===== config.mk =====
export PLATFORM = sky130hd
export DESIGN_NAME = q24_alu_cell
export DESIGN_NICKNAME = d
export VERILOG_FILES = /design/src/rtl/core/q24_alu_pkg.sv /design/src/rtl/core/q24_alu_cell.sv
export SDC_FILE = /design/constraint.sdc
export NUM_CORES = 1
export LEC_CHECK = 0
export BUFFER_PORTS_ARGS = -buffer_cell sky130_fd_sc_hd__buf_2
export CELL_PAD_IN_SITES_DETAIL_PLACEMENT = 0
export CELL_PAD_IN_SITES_GLOBAL_PLACEMENT = 2
export CORE_MARGIN = 10
export CORE_UTILIZATION = 28
export DETAILED_ROUTE_END_ITERATION = 16
export GPL_TIMING_DRIVEN = 1
export PLACE_DENSITY = 0.89
export SLEW_MARGIN = 5
export SYNTH_ARGS = -nofsm -noshare
export SYNTH_HDL_FRONTEND = slang
export SYNTH_SLANG_ARGS = --single-unit
export TNS_END_PERCENT = 50

===== constraint.sdc =====
create_clock -name clk -period 0.8 [get_ports clk]
set_input_delay 0.12 -clock clk [delete_from_list [all_inputs] [get_ports clk]]
set_output_delay 0.12 -clock clk [all_outputs]
set_load 0.005 [all_outputs]

===== src/rtl/core/q24_alu_pkg.sv =====
// ----------------------------------------------------------------------------
// Q24.8 ALU package
// Operation codes, word types and shared constants for the fixed-point ALU.
// ----------------------------------------------------------------------------
package q24_alu_pkg;

    localparam int DATA_W       = 32;
    localparam int FRAC_BITS_DF = 8;

    typedef enum logic [3:0] {
        OP_ADD      = 4'd0,
        OP_SUB      = 4'd1,
        OP_MUL      = 4'd2,
        OP_DIV      = 4'd3,
        OP_GT       = 4'd4,
        OP_LT       = 4'd5,
        OP_GE       = 4'd6,
        OP_LE       = 4'd7,
        OP_EQ       = 4'd8,
        OP_NE       = 4'd9,
        OP_MIN      = 4'd10,
        OP_MAX      = 4'd11,
        OP_INC      = 4'd12,
        OP_DEC      = 4'd13,
        OP_TO_INT   = 4'd14,
        OP_FROM_INT = 4'd15
    } op_t;

    typedef struct packed {
        logic [3:0]               operation;
        logic signed [DATA_W-1:0] operand_a;
        logic signed [DATA_W-1:0] operand_b;
    } alu_in_t;

    typedef struct packed {
        logic signed [DATA_W-1:0] result_raw;
        logic                     condition;
        logic                     divide_by_zero;
    } alu_out_t;

    // Side information that rides along the divider chain with each word.
    typedef struct packed {
        logic              valid;
        logic              is_div;
        logic              neg;
        logic              dz;
        logic              cond;
        logic [DATA_W-1:0] res;
    } cell_ctl_t;

endpackage


===== src/rtl/core/q24_alu_cell.sv =====
// ----------------------------------------------------------------------------
// Q24.8 ALU divider cell
// One restoring-division step: shifts one dividend bit into the partial
// remainder, subtracts the divisor when it fits and shifts in a quotient bit.
// ----------------------------------------------------------------------------
module q24_alu_cell
    import q24_alu_pkg::*;
#(
    parameter int FRAC_BITS = FRAC_BITS_DF
)(
    input  logic                            clk,
    input  logic                            rst_n,
    input  cell_ctl_t                       ctl_in,
    input  logic [DATA_W-1:0]               dvs_in,
    input  logic [DATA_W:0]                 rem_in,
    input  logic [DATA_W+FRAC_BITS-1:0]     dq_in,
    output cell_ctl_t                       ctl_out,
    output logic [DATA_W-1:0]               dvs_out,
    output logic [DATA_W:0]                 rem_out,
    output logic [DATA_W+FRAC_BITS-1:0]     dq_out
);

    localparam int DQ_W = DATA_W + FRAC_BITS;

    cell_ctl_t             ctl_reg;
    logic [DATA_W-1:0]     dvs_reg;
    logic [DATA_W:0]       rem_reg, rem_next, rem_sh;
    logic [DQ_W-1:0]       dq_reg, dq_next;
    logic                  fits;

    always_comb
    begin
        rem_sh   = {rem_in[DATA_W-1:0], dq_in[DQ_W-1]};
        fits     = rem_sh >= {1'b0, dvs_in};
        rem_next = fits ? (rem_sh - {1'b0, dvs_in}) : rem_sh;
        dq_next  = {dq_in[DQ_W-2:0], fits};
    end

    always_ff @(posedge clk or negedge rst_n)
    begin
        if (!rst_n)
        begin
            ctl_reg <= '0;
        end
        else
        begin
            ctl_reg <= ctl_in;
        end
    end

    always_ff @(posedge clk)
    begin
        dvs_reg <= dvs_in;
        rem_reg <= rem_next;
        dq_reg  <= dq_next;
    end

    assign ctl_out = ctl_reg;
    assign dvs_out = dvs_reg;
    assign rem_out = rem_reg;
    assign dq_out  = dq_reg;

endmodule


# After elaboration in Yosys (flattened, before gate mapping)
# Cells that the tools add are included.
# totals
ff_bits	142
output_inout_bits	142
in_bits	144
# classes
magnitude_cmp	1
add_sub_neg	1
n_mux	1
# ops
cell	count
33-bit by 32-bit >= comparator with 1-bit output	1
33-bit two-way mux	1
33-bit by 32-bit subtractor with 33-bit output	1

# Longest topological paths before layout
# logic_depth
depth_word	2
ltp_mapped	12
depth_no_buf	11

# Least setup slack after synthesis
# Ideal clock, no wire load.
# synth_path
path_kind	in2reg
startpoint	in dvs_in[6]
endpoint	reg rem_reg[26], in the netlist rem_out[26]
path_stages	11
path_buffers	1
slack_ns	-1.805
arrival_time_ns	2.484
setup_ns	0.121
path_cell_list	inv_1 > ha_1 > a211o_1 > o211ai_1 > a21oi_1 > or3_4 > a31oi_4 > o21ai_2 > a31oi_4 > buf_6 > mux2_2
# synth_between
elab_chain_len	2
word_cells_on_any_way	3
classes_between	1 x add/sub; 1 x order compare; 1 x mux
# synth_rtl
item	line	source
from (decl)	q24_alu_cell.sv:14	input logic [DATA_W-1:0] dvs_in,
33-bit by 32-bit subtractor with 33-bit output or 33-bit by 32-bit >= comparator with 1-bit output (tied branches)	q24_alu_cell.sv:35, q24_alu_cell.sv:34	
33-bit two-way mux *	q24_alu_cell.sv:35	rem_next = fits ? (rem_sh - {1'b0, dvs_in}) : rem_sh;
named net rem_next[26]	q24_alu_cell.sv:27	logic [DATA_W:0] rem_reg, rem_next, rem_sh;
to (signal assigned)	q24_alu_cell.sv:54	rem_reg <= rem_next;
to (decl)	q24_alu_cell.sv:27	
# The timed path passes the listed nets; every way through them passes the cells marked *.

# Worst setup path after layout
# layout_path
startpoint	in dvs_in[1]
endpoint	reg rem_reg[19], in the netlist rem_out[19]
# The elaborated chain is that of the path after synthesis.

==> impl_metrics.env <==
export IMPL_fin_crit_ps=2170
export IMPL_synth_top_area_cell="dfxtp_1"
export IMPL_clk_path_buf_depth=2
export IMPL_clockPowerShare=0.374
export IMPL_synthDistinctLibCells=54
export IMPL_async_reset_ff_frac=0.261
export IMPL_grt_pass1_wl_microns=34500
export IMPL_grt_pass1_vias=6096
export IMPL_drv_cap=0
export IMPL_grt_ovfl_total=0
export IMPL_grt_antenna_before_repair=1
export IMPL_syn_nets=657
export IMPL_ys_seq_area_frac=0.561
export IMPL_grt_usage=0.171
export IMPL_post_route_period_util=2.72
export IMPL_p_per_area_nw_per_um2=1980
export IMPL_clock_sinks=142
export IMPL_worstHoldPathCells=3
export IMPL_instances_no_fill=1306
export IMPL_dp_cells=1123
export IMPL_worst_path_buf_inv=4
export IMPL_cts_root_buf="clkbuf_16"
export IMPL_peakVddDrop_v=0.00147
export IMPL_cp_startpoint="dvs_in[1]"
export IMPL_wl_met2_microns=12000
export IMPL_rsz0062_at_grt="yes"
export IMPL_top_layer="met4"
export IMPL_syn_inst=480
export IMPL_core_region_area_sq_um=18800
export IMPL_wl_met1_microns=8830
export IMPL_critPathArrivalTime_ps=2480
export IMPL_ys_warn_count=0
export IMPL_drive_above_1_share=0.528
export IMPL_wire_per_inst_microns=17.3
export IMPL_viasPerCell=4.28
export IMPL_place_congestion=0.790
export IMPL_fp_dieW_microns=159
export IMPL_p_leak_nw=5.29
export IMPL_cp_endpoint="rem_out[19]"
export IMPL_drtIter0Drc=211
export IMPL_cp_start_kind="input port"
export IMPL_violations="setup timing"
export IMPL_synth_top_area_frac=0.390
export IMPL_maxSlewHeadroom=0.636
export IMPL_cts_tree="built"
export IMPL_place_ws_ps=-1940
export IMPL_max_stage_delay_ps=390
export IMPL_ant_nets=0
export IMPL_setup_slack_ps=-1370
export IMPL_port_buffers=284
export IMPL_synth_most_common_cell="dfxtp_1"
export IMPL_cts_buffers=17
export IMPL_cp_cell_sequence="buf_4 > inv_6 > ha_4 > nor2b_4 > o31ai_4 > a21oi_2 > or3_4 > a31oi_4 > o21ai_4 > a31oi_4 > buf_4 > buf_8 > mux2_4"
export IMPL_nets=1209
export IMPL_tightest_slew_ps=540
export IMPL_dieArea_sq_um=25200
export IMPL_slew_viol_final=0
export IMPL_hpwl_microns=15900
export IMPL_syn_mean_instance_area_sq_um=11.2
export IMPL_p_sw_w=0.00621
export IMPL_ys_top_cells_by_count="dfxtp_1 (105), inv_1 (44), dfrtp_1 (37), ha_1 (32), a21oi_1 (28)"
export IMPL_fin_area_sq_um=10800
export IMPL_path_class="in2reg"
export IMPL_seqPwrFrac=0.371
export IMPL_critPathTopFamily="compound AO/OA/AOI/OAI gates"
export IMPL_synth_edf_count=0
export IMPL_p_sw_frac=0.289
export IMPL_endpoint_kind="flop"
export IMPL_drtPass1Iterations=4
export IMPL_die_h_microns=159
export IMPL_crit_fanout=7
export IMPL_intPower_w=0.0153
export IMPL_share_comb_of_total_power=0.255
export IMPL_grt_max_degree=38
export IMPL_outcome="finished, violations left"
export IMPL_via_count=5591
export IMPL_io_pins=286
export IMPL_drc=0
export IMPL_synth_main_ff_cell="dfxtp_1"
export IMPL_fill_cells=1547
export IMPL_hold_path_class="in2reg"
export IMPL_required_ps=1110
export IMPL_rows=50
export IMPL_min_from="rem_in[1]"
export IMPL_dpl_cell_area_sq_um=8070
export IMPL_syn2layout_area_growth_pct=101
export IMPL_crit_slowest_cell="or3_4"
export IMPL_drt_wl_total_microns=22600
export IMPL_worst_setup_hold_path_clk_slew_ps=70
export IMPL_initial_core_util=0.287
export IMPL_synth_area_leaders="dfxtp_1 (39%), dfrtp_1 (17%), ha_1 (7.4%), mux2_2 (5.6%), inv_1 (3.1%)"
export IMPL_syn_cell_area_sq_um=5400
export IMPL_crit_cells=13
export IMPL_final_setup_viol_count=176
export IMPL_finalHoldViolations=0
export IMPL_htree_levels=4
export IMPL_ys_ff_latch=142
export IMPL_wl_met3_microns=1440
export IMPL_fmax_ghz=0.460
## tightest hold or removal path: stages
cell and delay (ps):
buf_6 80, buf_4 100, mux2_4 120
## layout by cell type, fill, tap and decap left out, types with 4 or more instances in the layout
cell / count
ha_1: 17
nand3_1: 8
and3_1: 4
mux2i_1: 6
nand2_1: 22
a21o_1: 11
clkbuf_16: 17
o21bai_1: 5
inv_1: 38
dfxtp_1: 73
xor2_1: 12
nor2_1: 19
a31oi_1: 4
xnor2_1: 12
dlygate4sd3_1: 136
dfrtp_1: 37
nand4_1: 5
clkinv_8: 6
buf_6: 46
nor2b_1: 5
o21ai_1: 5
buf_4: 115
a31oi_4: 4
inv_8: 5
o21ai_0: 17
buf_8: 4
ha_4: 15
dfxtp_2: 32
a21oi_2: 7
buf_2: 242
mux2_4: 27
a21oi_1: 20
## what timing repair did
item                                    in CTS  in global routing
gates resized for setup                     73                 90
hold buffers                               136                  0
pin swaps                                   16                 17
endpoints found under the setup margin     176                176
endpoints found under the hold margin      172                  0
setup buffers                                6                  9
cloned                                       1                  0
## power groups by stage
stage / Combinational, W / Sequential (W) / Clock (W)
finish: 0.00548 / 0.00798 / 0.00803
global route: 0.00597 / 0.00804 / 0.00853
CTS: 0.00515 / 0.00791 / 0.00821
detailed placement: 0.00423 / 0.00804 / 0
global placement: 0.00420 / 0.00803 / 0
floorplan: 0.00185 / 0.00816 / 0
## through the flow
step / setup TNS (ps) / hold WS, ps / utilization / power [W]
4_1_cts: -73260 / 15.1 / 0.553 / 0.0213
5_1_grt: -79780 / 12.8 / 0.576 / 0.0225
6_report: -71210 / 22.8 / 0.576 / 0.0215
3_3_place_gp: -64070 / 87.5 / 0.428 / 0.0122
3_5_place_dp: -64650 / 89.3 / 0.428 / 0.0123
2_1_floorplan: -55630 / -176 / - / 0.0100
## registers in the layout (all words and copies together) (netlist names)
signal / flops
ctl_out: 37
dq_out: 40
dvs_out: 32
rem_out: 33
## metal layers
layer,global-route usage,vias to the layer above
met4,0.0468,0
met2,0.313,199
met5,0,-
met1,0.184,2611
li1,-,2761
met3,0.0545,20
## cell type report
cell class	instances	area [sq um]	area share
repair buffers	546	4070	0.376
flip-flops and latches	142	3070	0.283
multi-input cells	281	2590	0.239
clock buffers	17	425	0.0392
well taps	260	325	0.0300
clock inverters	15	189	0.0174
inverters	44	175	0.0161
diodes	1	2.50	0.000231
## logic make-up after synthesis
group	synth area share
xor+xnor	0.0390
mux	0.0696
flops	0.561
compound gates	0.129
fa+ha+maj	0.0779
simple gates	0.0795
buf+inv	0.0441
## worst min-delay path by stage
stage               slack [ps]           to
finish                      20   rem_out[2]
global route                10   rem_out[2]
CTS                         20  rem_out[26]
detailed placement          90   ctl_out[9]
global placement            90  ctl_out[11]
floorplan                 -180   ctl_out[0]
Note: power is estimated with default switching activity, not from simulation.
